<file path="src/srmc_pkg.sv">
// ----------------------------------------------------------------------------
// Shared radio medium carrier model package
// Types and constants shared by the carrier model cells and the top level.
// ----------------------------------------------------------------------------
`default_nettype none

package srmc_pkg;

	// Field widths of the input and configuration transactions.
	localparam int NODE_W     = 4;
	localparam int CNT_W      = 5;
	localparam int CFG_DATA_W = 5;
	localparam int CFG_IDX_W  = 1;

	// Number of nodes that the node field can name.
	localparam int NODE_SPAN = 2 ** NODE_W;

	// Saturation limit of an activity counter.
	localparam logic [CNT_W-1:0] CNT_MAX = 5'd31;

	// Reset value of the node count register.
	localparam logic [CFG_DATA_W-1:0] NODE_COUNT_RST = 5'd16;

	// Request codes.
	typedef enum logic [1:0] {
		REQ_TX   = 2'd0,
		REQ_STOP = 2'd1,
		REQ_HEAR = 2'd2,
		REQ_LINK = 2'd3
	} req_t;

	// Configuration register indexes.
	typedef enum logic [CFG_IDX_W-1:0] {
		CFG_NODE_COUNT = 1'd0,
		CFG_FULL_MESH  = 1'd1
	} cfg_idx_t;

	// Counter update command that travels down the row of cells.
	typedef struct packed {
		logic                  valid;
		logic                  up;
		logic                  mesh;
		logic [CFG_DATA_W-1:0] lim;
		logic [NODE_W-1:0]     from;
	} cmd_t;

	// Broadcast writes of flags and link bits, applied by every cell in the same cycle.
	typedef struct packed {
		logic              link_we;
		logic              flag_we;
		logic              flag_val;
		logic [NODE_W-1:0] a;
		logic [NODE_W-1:0] b;
	} ctl_t;

endpackage

`default_nettype wire

</file>
<file path="src/srmc_cell.sv">
// ----------------------------------------------------------------------------
// Carrier model cell
// Holds one node's activity counter, transmit flag and link row, applies the
// passing update command and hands it to the next cell through a register.
// ----------------------------------------------------------------------------
`default_nettype none

module srmc_cell #(
	parameter int IDX   = 0,
	parameter int CELLS = 16
) (
	input  wire                clk,
	input  wire                arst_n,
	input  srmc_pkg::cmd_t     cmd_in,
	input  srmc_pkg::ctl_t     ctl,
	output srmc_pkg::cmd_t     cmd_out,
	output logic               flag,
	output logic               active
);
	import srmc_pkg::*;

	localparam int IDXW = $clog2(CELLS);
	localparam logic [NODE_W-1:0]     ME_NODE = NODE_W'(IDX);
	localparam logic [CFG_DATA_W-1:0] ME_LIM  = CFG_DATA_W'(IDX);

	logic [CNT_W-1:0] cnt_q;
	logic             flag_q;
	logic [CELLS-1:0] link_q;
	cmd_t             cmd_q;
	logic             hit;
	logic             link_hit;
	logic [IDXW-1:0]  link_far;

	// This node is updated when it is live and reached by the sender.
	assign hit = cmd_in.valid && (ME_LIM < cmd_in.lim) &&
		(cmd_in.mesh || link_q[cmd_in.from[IDXW-1:0]]);

	// A link touches this node at either end; the far end picks the row bit.
	assign link_hit = ctl.link_we && (ctl.a == ME_NODE || ctl.b == ME_NODE);
	assign link_far = (ctl.a == ME_NODE) ? ctl.b[IDXW-1:0] : ctl.a[IDXW-1:0];

	// Saturating activity counter.
	always_ff @(posedge clk or negedge arst_n) begin
		if (!arst_n) begin
			cnt_q <= '0;
		end else if (hit) begin
			if (cmd_in.up) begin
				if (cnt_q != CNT_MAX) cnt_q <= cnt_q + 1'b1;
			end else begin
				if (cnt_q != '0) cnt_q <= cnt_q - 1'b1;
			end
		end
	end

	// Transmit flag and symmetric link row.
	always_ff @(posedge clk or negedge arst_n) begin
		if (!arst_n) begin
			flag_q <= 1'b0;
			link_q <= '0;
		end else begin
			if (ctl.flag_we && ctl.a == ME_NODE) flag_q <= ctl.flag_val;
			if (link_hit) link_q[link_far] <= 1'b1;
		end
	end

	// Hand the command to the next cell.
	always_ff @(posedge clk or negedge arst_n) begin
		if (!arst_n) begin
			cmd_q <= '0;
		end else begin
			cmd_q <= cmd_in;
		end
	end

	assign cmd_out = cmd_q;
	assign flag    = flag_q;
	assign active  = (cnt_q != '0);

endmodule

`default_nettype wire

</file>
<file path="src/shared_radio_medium_carrier_model_core.sv">
// ----------------------------------------------------------------------------
// Shared radio medium carrier model
// Per node activity counters, transmit flags and a symmetric link map, kept
// in a row of cells that a counter update command walks through.
// ----------------------------------------------------------------------------
// Usage:
//   Input channel (in_valid / in_stall) carries req_type, node, tx_bit, peer.
//   Output channel (out_valid / out_stall) carries heard, one transaction for
//   each hear query, in order.
//   Configuration registers (node_count, full_mesh) are written through
//   cfg_we / cfg_index / cfg_wdata while the block is idle.
// Flow of transactions:
//   Hear, link and flag-only transactions leave the input free for the next
//   transaction unless the output stalls; a hear result is in the output
//   register in the cycle after acceptance. A transmit of a one bit, or a stop
//   of a transmitting node, starts an update command that moves one cell per
//   cycle through min(NODES, 16) cells; no further transaction is accepted
//   until the sweep length counter has run out.
// Reset clears all counters, flags and links and sets node_count to 16 and
// full_mesh to 0. While the output register holds a result that the receiver
// stalls, in_stall stays high.
// ----------------------------------------------------------------------------
`default_nettype none

module shared_radio_medium_carrier_model_core #(
	parameter int NODES = 16
) (
	input  wire                                 clk,
	input  wire                                 arst_n,
	input  wire                                 cfg_we,
	input  wire  [srmc_pkg::CFG_IDX_W-1:0]      cfg_index,
	input  wire  [srmc_pkg::CFG_DATA_W-1:0]     cfg_wdata,
	input  wire                                 in_valid,
	output logic                                in_stall,
	input  wire  [1:0]                          req_type,
	input  wire  [srmc_pkg::NODE_W-1:0]         node,
	input  wire                                 tx_bit,
	input  wire  [srmc_pkg::NODE_W-1:0]         peer,
	output logic                                out_valid,
	input  wire                                 out_stall,
	output logic                                heard
);
	import srmc_pkg::*;

	localparam int CELLS = (NODES < NODE_SPAN) ? NODES : NODE_SPAN;
	localparam int IDXW  = $clog2(CELLS);
	localparam int SCW   = $clog2(CELLS + 1);
	localparam logic [SCW-1:0] SWEEP_LEN = SCW'(CELLS);

	logic [CFG_DATA_W-1:0] node_count_q;
	logic                  full_mesh_q;
	logic [SCW-1:0]        sweep_cnt_q;
	cmd_t                  inj_q;
	logic                  out_valid_q;
	logic                  heard_q;

	cmd_t                  chain [CELLS+1];
	logic [CELLS-1:0]      flag_w;
	logic [CELLS-1:0]      active_w;
	logic [CELLS:0]        chain_valid;

	logic                  accept;
	logic                  node_ok;
	logic                  peer_ok;
	logic                  start_sweep;
	logic                  sweep_up;
	ctl_t                  ctl;

	// Input handshake.
	assign in_stall = (sweep_cnt_q != '0) || (out_valid_q && out_stall);
	assign accept   = in_valid && !in_stall;
	assign node_ok  = (32'(node) < NODES);
	assign peer_ok  = (32'(peer) < NODES);

	// Decode of an accepted transaction.
	always_comb begin
		ctl          = '0;
		ctl.a        = node;
		ctl.b        = peer;
		start_sweep  = 1'b0;
		sweep_up     = 1'b0;
		if (accept) begin
			case (req_t'(req_type))
				REQ_TX: begin
					if (node_ok) begin
						ctl.flag_we  = 1'b1;
						ctl.flag_val = tx_bit;
						start_sweep  = tx_bit;
						sweep_up     = 1'b1;
					end
				end
				REQ_STOP: begin
					if (node_ok && flag_w[node[IDXW-1:0]]) begin
						ctl.flag_we  = 1'b1;
						ctl.flag_val = 1'b0;
						start_sweep  = 1'b1;
					end
				end
				REQ_LINK: begin
					ctl.link_we = node_ok && peer_ok;
				end
				default: begin
				end
			endcase
		end
	end

	// Configuration registers.
	always_ff @(posedge clk or negedge arst_n) begin
		if (!arst_n) begin
			node_count_q <= NODE_COUNT_RST;
			full_mesh_q  <= 1'b0;
		end else if (cfg_we) begin
			case (cfg_idx_t'(cfg_index))
				CFG_NODE_COUNT: node_count_q <= cfg_wdata;
				CFG_FULL_MESH:  full_mesh_q  <= cfg_wdata[0];
				default: begin
				end
			endcase
		end
	end

	// Command injection and sweep length counter.
	always_ff @(posedge clk or negedge arst_n) begin
		if (!arst_n) begin
			inj_q       <= '0;
			sweep_cnt_q <= '0;
		end else begin
			inj_q.valid <= start_sweep;
			inj_q.up    <= sweep_up;
			inj_q.mesh  <= full_mesh_q;
			inj_q.lim   <= node_count_q;
			inj_q.from  <= node;
			if (start_sweep) begin
				sweep_cnt_q <= SWEEP_LEN;
			end else if (sweep_cnt_q != '0) begin
				sweep_cnt_q <= sweep_cnt_q - 1'b1;
			end
		end
	end

	// Row of cells.
	assign chain[0] = inj_q;
	for (genvar i = 0; i < CELLS; i++) begin : g_cell
		srmc_cell #(
			.IDX   (i),
			.CELLS (CELLS)
		) u_cell (
			.clk     (clk),
			.arst_n  (arst_n),
			.cmd_in  (chain[i]),
			.ctl     (ctl),
			.cmd_out (chain[i+1]),
			.flag    (flag_w[i]),
			.active  (active_w[i])
		);
	end

	for (genvar j = 0; j <= CELLS; j++) begin : g_cv
		assign chain_valid[j] = chain[j].valid;
	end

	// Output register for hear results.
	always_ff @(posedge clk or negedge arst_n) begin
		if (!arst_n) begin
			out_valid_q <= 1'b0;
		end else if (accept && req_t'(req_type) == REQ_HEAR) begin
			out_valid_q <= 1'b1;
		end else if (!out_stall) begin
			out_valid_q <= 1'b0;
		end
	end

	always_ff @(posedge clk) begin
		if (accept && req_t'(req_type) == REQ_HEAR) begin
			heard_q <= node_ok && active_w[node[IDXW-1:0]];
		end
	end

	assign out_valid = out_valid_q;
	assign heard     = heard_q;

`ifndef NO_ASSERTIONS
	// At most one update command is in flight in the row.
	a_one_cmd: assert property (@(posedge clk) disable iff (!arst_n)
		$onehot0(chain_valid))
		else $error("more than one update command in the cell row");

	// The command leaves the last cell exactly when the sweep count runs out.
	a_tail_done: assert property (@(posedge clk) disable iff (!arst_n)
		chain_valid[CELLS] |-> sweep_cnt_q == '0)
		else $error("update command still in flight after sweep end");

	// A started sweep loads the full sweep length.
	a_sweep_load: assert property (@(posedge clk) disable iff (!arst_n)
		start_sweep |=> sweep_cnt_q == SWEEP_LEN && inj_q.valid)
		else $error("sweep start did not load counter and command");
`endif

endmodule

`default_nettype wire

</file>
<file path="config.mk">
export PLATFORM = sky130hd
export DESIGN_NAME = shared_radio_medium_carrier_model_core
export DESIGN_NICKNAME = d
export VERILOG_FILES = /design/src/srmc_pkg.sv /design/src/srmc_cell.sv /design/src/shared_radio_medium_carrier_model_core.sv
export SDC_FILE = /design/constraint.sdc
export NUM_CORES = 1
export LEC_CHECK = 0
export ABC_CLOCK_PERIOD_IN_PS = 2450
export BUFFER_PORTS_ARGS = -buffer_cell sky130_fd_sc_hd__buf_2
export CAP_MARGIN = 20
export CORE_MARGIN = 2
export CORE_UTILIZATION = 50
export CTS_BUF_LIST = sky130_fd_sc_hd__clkbuf_4
export DETAILED_ROUTE_END_ITERATION = 8
export GPL_TIMING_DRIVEN = 0
export PLACE_DENSITY = 0.65
export RECOVER_POWER = 100
export SYNTH_ARGS = -nofsm -noshare
export SYNTH_HDL_FRONTEND = slang
export SYNTH_SLANG_ARGS = --single-unit
</file>
<file path="constraint.sdc">
create_clock -name clk -period 2.45 [get_ports clk]
set_input_delay 0.49 -clock clk [delete_from_list [all_inputs] [get_ports clk]]
set_output_delay 0.49 -clock clk [all_outputs]
set_load 0.03 [all_outputs]
</file>
* Word-level counts from Yosys, hierarchy flattened
Cells that the tools add are included.
Widths: inputs -> output; s select.
** Cells by class
- Add/subtract/negate cells :: 33
- Order comparisons :: 65
- Equality and inequality tests :: 66
- Multiplexer cells :: 145
- Bitwise logic cells :: 17
- Reduce and logical (&&, ||, !) cells :: 172
** Operators with widths (number)
- $or 16x16->16 :: 16
- $mux 5 :: 50
- $lt 4x5->1 const B :: 33
- $reduce_bool 5->1 :: 17
- $sub 5x1->5 const B :: 17
- $logic_and 1x1->1 :: 83
- $add 5x1->5 const B :: 16
- $ne 5x5->1 const B :: 16
- $bmux 1 s4 :: 18
- $demux 1 s4 :: 16
- $eq 4x4->1 const B :: 16
- $ge 4x1->1 const B :: 16
- $mux 4 :: 16
- $reduce_and 3->1 :: 16
- $mux 1 :: 41
- $lt 4x5->1 const A :: 8
- $ne 2x1->1 const B :: 17
- $reduce_bool 2->1 :: 17
- $logic_or 1x1->1 :: 33
- $eq 4x3->1 const B :: 8
- $lt 3x5->1 const A :: 4
- $eq 4x2->1 const B :: 4
- $lt 1x5->1 const A :: 2
- $lt 2x5->1 const A :: 2
- 12 further kinds :: 16
** Word-level totals
- Register bits after elaboration :: 557
- Word-level logic and storage cells :: 631

* Longest topological paths before layout
- Depth after elaboration :: 7
- Depth in mapped cells :: 9

* Modules after synthesis
From an unflattened synthesis, not the netlist that was laid out.
** Unflattened totals
- Cell total of the unflattened synthesis :: 2070
- Area, all modules :: 26166.3 um^2
** Modules (own cells, without submodules)
- srmc_cell (g_cell[2].u_cell ...) :: instances 2, cells an instance 125, area each 1570.3 um^2
- srmc_cell (g_cell[5].u_cell) :: instances 1, cells an instance 131, area each 1604.0 um^2
- srmc_cell (g_cell[6].u_cell) :: instances 1, cells an instance 128, area each 1595.3 um^2
- srmc_cell (g_cell[8].u_cell) :: instances 1, cells an instance 125, area each 1581.5 um^2
- srmc_cell (g_cell[12].u_cell) :: instances 1, cells an instance 125, area each 1571.5 um^2
- srmc_cell (g_cell[7].u_cell) :: instances 1, cells an instance 123, area each 1571.5 um^2
- srmc_cell (g_cell[11].u_cell) :: instances 1, cells an instance 126, area each 1570.3 um^2
- srmc_cell (g_cell[15].u_cell) :: instances 1, cells an instance 129, area each 1569.0 um^2
- srmc_cell (g_cell[10].u_cell) :: instances 1, cells an instance 124, area each 1567.8 um^2
- srmc_cell (g_cell[4].u_cell) :: instances 1, cells an instance 121, area each 1542.7 um^2
- srmc_cell (g_cell[13].u_cell) :: instances 1, cells an instance 122, area each 1541.5 um^2
- srmc_cell (g_cell[3].u_cell) :: instances 1, cells an instance 121, area each 1539.0 um^2
- srmc_cell (g_cell[0].u_cell) :: instances 1, cells an instance 120, area each 1536.5 um^2
- srmc_cell (g_cell[1].u_cell) :: instances 1, cells an instance 120, area each 1534.0 um^2
- 2 more rows

* Worst setup path after synthesis
OpenSTA, ideal clock, no wires.
- Kind :: flip-flop to flip-flop
- Start :: reg sweep_cnt_q[0]
- End :: reg g_cell[9].u_cell.link_q[15]
- Data arrival time :: 2284 ps
- Setup slack :: 102 ps
- Cell stages (with the launch flop) :: 10
- Clock period less this slack :: 2348 ps
- Cells stage by stage :: dfrtp_1 -> inv_1 -> ha_1 -> or4b_1 -> buf_4 -> nor2_4 -> inv_2 -> or4_4 -> nor2_2 -> a21o_1
** On the way
- Word-level cells in the longest chain between the ends :: 6
** RTL lines
- start, declared :: RTL line shared_radio_medium_carrier_model_core.sv:52 : logic [SCW-1:0] sweep_cnt_q;
- start signal, assigned :: RTL line shared_radio_medium_carrier_model_core.sv:137 : sweep_cnt_q <= sweep_cnt_q - 1'b1;
- $reduce_bool 5->1 :: RTL line shared_radio_medium_carrier_model_core.sv:70 : assign in_stall = (sweep_cnt_q != '0) || (out_valid_q && out_stall);
- $logic_or 1x1->1 :: RTL line shared_radio_medium_carrier_model_core.sv:70
- via in_stall :: RTL line shared_radio_medium_carrier_model_core.sv:34 : output logic in_stall,
- $logic_not 1->1 :: RTL line shared_radio_medium_carrier_model_core.sv:71 : assign accept = in_valid && !in_stall;
- $logic_and 1x1->1 :: RTL line shared_radio_medium_carrier_model_core.sv:71
- $mux 3 :: RTL line shared_radio_medium_carrier_model_core.sv:82 : if (accept) begin
- $logic_and 1x1->1 :: RTL line srmc_cell.sv:39 : assign link_hit = ctl.link_we && (ctl.a == ME_NODE || ctl.b == ME_NODE);
- end signal, assigned :: RTL line srmc_cell.sv:59 : link_q <= '0;
- end signal, assigned by index :: RTL line srmc_cell.sv:62 : if (link_hit) link_q[link_far] <= 1'b1;
- end, declared :: RTL line srmc_cell.sv:28 : logic [CELLS-1:0] link_q;
The timed path passes the listed nets, and every way through them passes these cells.
A chain may end at the register's enable or synchronous reset.

* Final worst setup path
- Start :: reg sweep_cnt_q[0]
- End :: out in_stall
** On the way
- Word-level cells in the longest chain between the ends :: 2
** RTL lines (RTL line)
- $reduce_bool 5->1 :: shared_radio_medium_carrier_model_core.sv:70
- $logic_or 1x1->1 :: shared_radio_medium_carrier_model_core.sv:70
- end, declared :: shared_radio_medium_carrier_model_core.sv:34
Every way passes these cells.

==> summary.md <==
The flow ran to the end, but the final reports show violations. The final reports fail on max-capacitance violations, max-slew violations, negative setup slack. TritonCTS built the clock tree. The sequential cell area fraction in the yosys report was 0.560.

The critical path depth in cells was 6. Summed over all cells, the static leakage comes to 14.1 nW. The required time of the worst setup path was 1960 ps.

Top layer reached by signal wires: met4. Fraction of layout instances using a drive strength above 1: 0.207. The count of synthesis-stage warnings from yosys is 0, and the cell-internal power is 14.5 mW.

The power share of the combinational group is 0.090, and the number of global-route vias before repair is 18130. The final critical-path share of the clock period came out at 1.21. The slowest stage of the critical path is the sky130_fd_sc_hd__or4b_4 cell.

The number of detailed-route iterations in the first pass came out at 6. The total grt overflow was 0. The worst setup path is captured at an output port.

In this run the power density over the cells is 698 nW/um2. Summed over all layers, the routed wires come to 62800 um. The I/O pin count is 25, and the worst hold path stage count is 4. The start-to-end type of the worst setup path is reg2out. In the routed layout, each cell is associated on average with a via count of 5.78. Detailed routing inserted a total of 17321 vias.

The final number of max-transition violations is 236. The post-route worst setup slack was -508 ps; the die area was 51200 um2. At the worst endpoint, the arrival time is 2470 ps.

The share of synthesized registers carrying an async set or reset is 0.998, and the mean post-synth cell area is 12.3 um2. The worst setup path is launched from a flop. The synthesized-area fraction occupied by adder cells is 0.0378. The overall die height was 226 um; the share of synthesized area spent on multiplexers was 0.0955. Summing all placed instances gives a cell area of 25800 um2.

For the final database, setup skew stands at 64.2 ps. The clock passes through at most 3 buffers. Global placer's final weighted congestion: 0.977.

The tightest hold path in the finished design has a slack of 99.5 ps. The detailed-routed wire length on met2 came out at 29700 um. Sorting the synthesized cells by area gives the leading types as sky130_fd_sc_hd__dfrtp_1 (56%), sky130_fd_sc_hd__a21o_1 (4.9%), sky130_fd_sc_hd__mux4_2 (4.0%), sky130_fd_sc_hd__o21bai_1 (3.4%), sky130_fd_sc_hd__mux2_2 (3.2%). Synthesized net count: 2098. The proportion of power drawn by flip-flops and latches is 0.505. The gate count of the mapped netlist is 2011, and the number of maximum-capacitance constraint violations is 2. Broken down by cell family, the worst path's largest delay share belongs to simple AND/OR/NAND/NOR gates. The number of buffers and inverters on the critical path is 3. The area fraction in and, or, nand and nor cells after synthesis was 0.0935. The initialized floorplan defines 81 standard-cell rows. The run gives 0.506 as the starting utilization of the core area.

The first global-routing pass estimated 101000 um of wire. The setup slack after placement was -1530 ps. The root buffer cell chosen for the clock tree is sky130_fd_sc_hd__clkbuf_4. The number of DRC violations after detailed routing is 0, and the fraction of power spent switching nets is 0.263. By area, the combinational part of the netlist is dominated by compound AO/OA/AOI/OAI gates. In this run the worst path has a maximum fanout of 3.

On the worst path, the slowest cell contributes a delay of 530 ps. The relative area change from synthesis to final layout was 14.1%. The min-delay analysis places its worst path in the category in2reg. The detail-routed net length per standard cell came out at 21.0 um.

In this run, distinct cell masters in the synthesized netlist total 83. Summed over all instances, the cell type with the most area after synthesis is sky130_fd_sc_hd__dfrtp_1. After the flow finishes, the layout carries non-filler instances totaling 2995. The largest net degree at the start of global routing is 123. For the worst slew slack as a fraction of its limit, the log shows -0.105. The critical path goes through inv_2, ha_4, or4b_4, nor2_4, inv_2, buf_6. Once detailed placement completed, the half-perimeter wirelength came to 44700 um. The logs give 0 for the final antenna-violating net count and 3830 um for the total length of routed met3 wires.

The run gives 2 as the initial antenna violation count. The count of flip-flops with a built-in enable after synthesis was 1; the core region area was 48800 um2. For the number of sinks driven by the clock tree, the log shows 553. The logs give 4 for the number of H-tree levels and -8800 ps for the final sum of negative setup slack. The chip width was 226 um. The slew at the pin with the worst max-slew slack came out at 1660 ps. The clock reaches the later pin of the worst-skew pair after 1000 ps. Buffers inserted during clock tree synthesis total 146. Across the VDD grid, the largest voltage drop is 537 uV. The post-synthesis share of cell area spent on xor and xnor gates came out at 0.0291. For the fmax, the log shows 338 MHz. The net switching power of the design was 5.18 mW; the final-report setup violation count was 111. Once placement completed, the tool counted placed cells totaling 2704.

The clock-pin transition on the worst setup and hold timing paths was 70 ps. The run gives 28200 um2 as the area of all placed cells without fillers. The area fraction in compound gates after synthesis was 0.162; the count of cells along the worst register-to-register path was 7.

The combined global-route utilization of all metal layers is 0.259, and the number of endpoints with negative hold slack in the final report is 0. The run gives 0.405 as the portion of total power attributed to the clock network. The smallest clock period supported by the final layout is computed as 2960 ps.

The share of the synthesized area in the top cell type is 0.558. Main flop type after synthesis: sky130_fd_sc_hd__dfrtp_1. The routed length on met1 was 26800 um. For the number of nets at the end of the flow, the log shows 2312. The logs give 24700 um2 for the area of the mapped netlist and 1322 for the DRC violation total after the first TritonRoute iteration.

In this run, synthesis produced a sequential element count of 553. Number of buffers added on ports: 23. Setup repair after global routing could not meet its margin everywhere.

The most prevalent standard cell on the critical path is sky130_fd_sc_hd__inv_2.
==> kinds of logic (layout without fill, tap and decap cells) <==
| kind of cell | count (synthesis) | after routing |
|---|---|---|
| XOR/XNOR | 82 | 82 |
| buffers and inverters | 137 | 452 |
| AND/OR/NAND/NOR | 440 | 440 |
| multiplexers | 172 | 172 |
| other | 0 | 5 |
| AO/OA/AOI/OAI | 562 | 562 |
| adder cells (fa/ha/maj) | 65 | 65 |
| flip-flops | 553 | 553 |
==> tightest hold or removal path, cell delays in order <==
cell                      delay (ps)
sky130_fd_sc_hd__buf_2           100
sky130_fd_sc_hd__nor2b_1         210
sky130_fd_sc_hd__nand2_1         110
sky130_fd_sc_hd__o21ai_2         120
==> flip-flops by register name (all words and copies together) (netlist names) <==
signal / count
g_cell.u_cell.link_q: 256
g_cell.u_cell.cmd_out: 176
g_cell.u_cell.cnt_q: 80
g_cell.u_cell.flag: 16
chain: 12
node_count_q: 5
sweep_cnt_q: 5
full_mesh_q: 1
heard: 1
out_valid: 1
==> placed cells by master, fill, tap and decap left out, types with 9 or more instances in the layout <==
cell type,synthesis,layout
sky130_fd_sc_hd__clkinv_1,0,30
sky130_fd_sc_hd__nand2_1,90,88
sky130_fd_sc_hd__a211oi_1,11,10
sky130_fd_sc_hd__o21ai_0,38,34
sky130_fd_sc_hd__nand2b_1,31,28
sky130_fd_sc_hd__or2_2,15,15
sky130_fd_sc_hd__mux2i_1,58,58
sky130_fd_sc_hd__buf_4,2,17
sky130_fd_sc_hd__a21oi_1,84,83
sky130_fd_sc_hd__nor2b_1,20,20
sky130_fd_sc_hd__inv_1,63,61
sky130_fd_sc_hd__o211ai_1,9,9
sky130_fd_sc_hd__nor3_1,35,29
sky130_fd_sc_hd__buf_2,17,35
sky130_fd_sc_hd__xor2_1,28,28
sky130_fd_sc_hd__a31oi_1,35,35
sky130_fd_sc_hd__ha_1,49,48
sky130_fd_sc_hd__clkbuf_4,0,205
sky130_fd_sc_hd__nor2_1,113,108
sky130_fd_sc_hd__xnor2_1,54,54
sky130_fd_sc_hd__a31o_2,15,15
sky130_fd_sc_hd__mux2_2,70,70
sky130_fd_sc_hd__nand3_1,28,28
sky130_fd_sc_hd__mux4_2,44,44
sky130_fd_sc_hd__dfrtp_1,551,551
sky130_fd_sc_hd__nand4_1,21,21
sky130_fd_sc_hd__a21o_1,162,162
sky130_fd_sc_hd__nand3b_1,15,15
sky130_fd_sc_hd__clkbuf_1,45,47
sky130_fd_sc_hd__or4_1,13,13
sky130_fd_sc_hd__dlygate4sd3_1,0,20
sky130_fd_sc_hd__o21bai_1,111,110
sky130_fd_sc_hd__fa_1,16,16
==> per-layer routing <==
layer | track usage | up-vias
met3 | 0.0628 | 157
met5 | 0 | -
met2 | 0.411 | 532
li1 | - | 7850
met1 | 0.340 | 8782
met4 | 0.118 | 0
==> power by group through the flow <==
stage / combinational (mW) / clock [mW] / sequential [mW]
5_1_grt: 1.93 / 8.76 / 10.0
4_1_cts: 1.73 / 8.21 / 9.93
6_report: 1.78 / 7.96 / 9.94
2_1_floorplan: 0.946 / 0 / 9.97
3_3_place_gp: 1.50 / 0 / 10.1
3_5_place_dp: 1.56 / 0 / 10.1
==> synth_stat cells, types with 9 or more instances <==
cell type	count
sky130_fd_sc_hd__a211oi_1	11
sky130_fd_sc_hd__a21o_1	162
sky130_fd_sc_hd__a21oi_1	84
sky130_fd_sc_hd__a31o_2	15
sky130_fd_sc_hd__a31oi_1	35
sky130_fd_sc_hd__buf_1	9
sky130_fd_sc_hd__buf_2	17
sky130_fd_sc_hd__clkbuf_1	45
sky130_fd_sc_hd__dfrtp_1	551
sky130_fd_sc_hd__fa_1	16
sky130_fd_sc_hd__ha_1	49
sky130_fd_sc_hd__inv_1	63
sky130_fd_sc_hd__mux2_2	70
sky130_fd_sc_hd__mux2i_1	58
sky130_fd_sc_hd__mux4_2	44
sky130_fd_sc_hd__nand2_1	90
sky130_fd_sc_hd__nand2b_1	31
sky130_fd_sc_hd__nand3_1	28
sky130_fd_sc_hd__nand3b_1	15
sky130_fd_sc_hd__nand4_1	21
sky130_fd_sc_hd__nor2_1	113
sky130_fd_sc_hd__nor2b_1	20
sky130_fd_sc_hd__nor3_1	35
sky130_fd_sc_hd__o211ai_1	9
sky130_fd_sc_hd__o21ai_0	38
sky130_fd_sc_hd__o21bai_1	111
sky130_fd_sc_hd__or2_2	15
sky130_fd_sc_hd__or4_1	13
sky130_fd_sc_hd__xnor2_1	54
sky130_fd_sc_hd__xor2_1	28
==> timing repair <==
item,4_1_cts,5_1_grt
hold buffers,21,0
pin swaps,9,19
endpoints found under the setup margin,230,216
endpoints found under the hold margin,304,0
setup buffers,13,8
gates resized for setup,39,32
==> cell type report <==
| cell class | instances | area [um2] |
|---|---|---|
| fill | 4176 | 20600 |
| clock inverter | 46 | 295 |
| inverter | 64 | 240 |
| tap | 664 | 831 |
| clock buffer | 203 | 1520 |
| sequential | 553 | 13800 |
| timing repair buffer | 70 | 578 |
| multi-input combinational | 1321 | 10600 |
| antenna | 5 | 12.5 |
| buffer | 69 | 308 |
==> metrics by stage <==
| stage | utilization | total power [mW] |
|---|---|---|
| after global routing | 0.577 | 20.7 |
| after detailed placement | 0.528 | 11.7 |
| after floorplan | - | 10.9 |
| final | 0.577 | 19.7 |
| after global placement | 0.525 | 11.6 |
| after CTS | 0.575 | 19.9 |
==> worst paths after layout <==
kind / start / end / slack [ps]
max: sweep_cnt_q[0] / in_stall / -510
min: tx_bit / chain[203] / 100
max reg2reg: sweep_cnt_q[0] / g_cell[8].u_cell.link_q[15] / -240
min reg2reg: g_cell[4].u_cell.cmd_out[4] / g_cell[5].u_cell.cmd_out[4] / 320
max in group asynchronous: arst_n / g_cell[1].u_cell.cmd_out[7] / -20
min in group asynchronous: arst_n / g_cell[15].u_cell.link_q[10] / 620
Note: power is estimated with default switching activity, not from simulation.
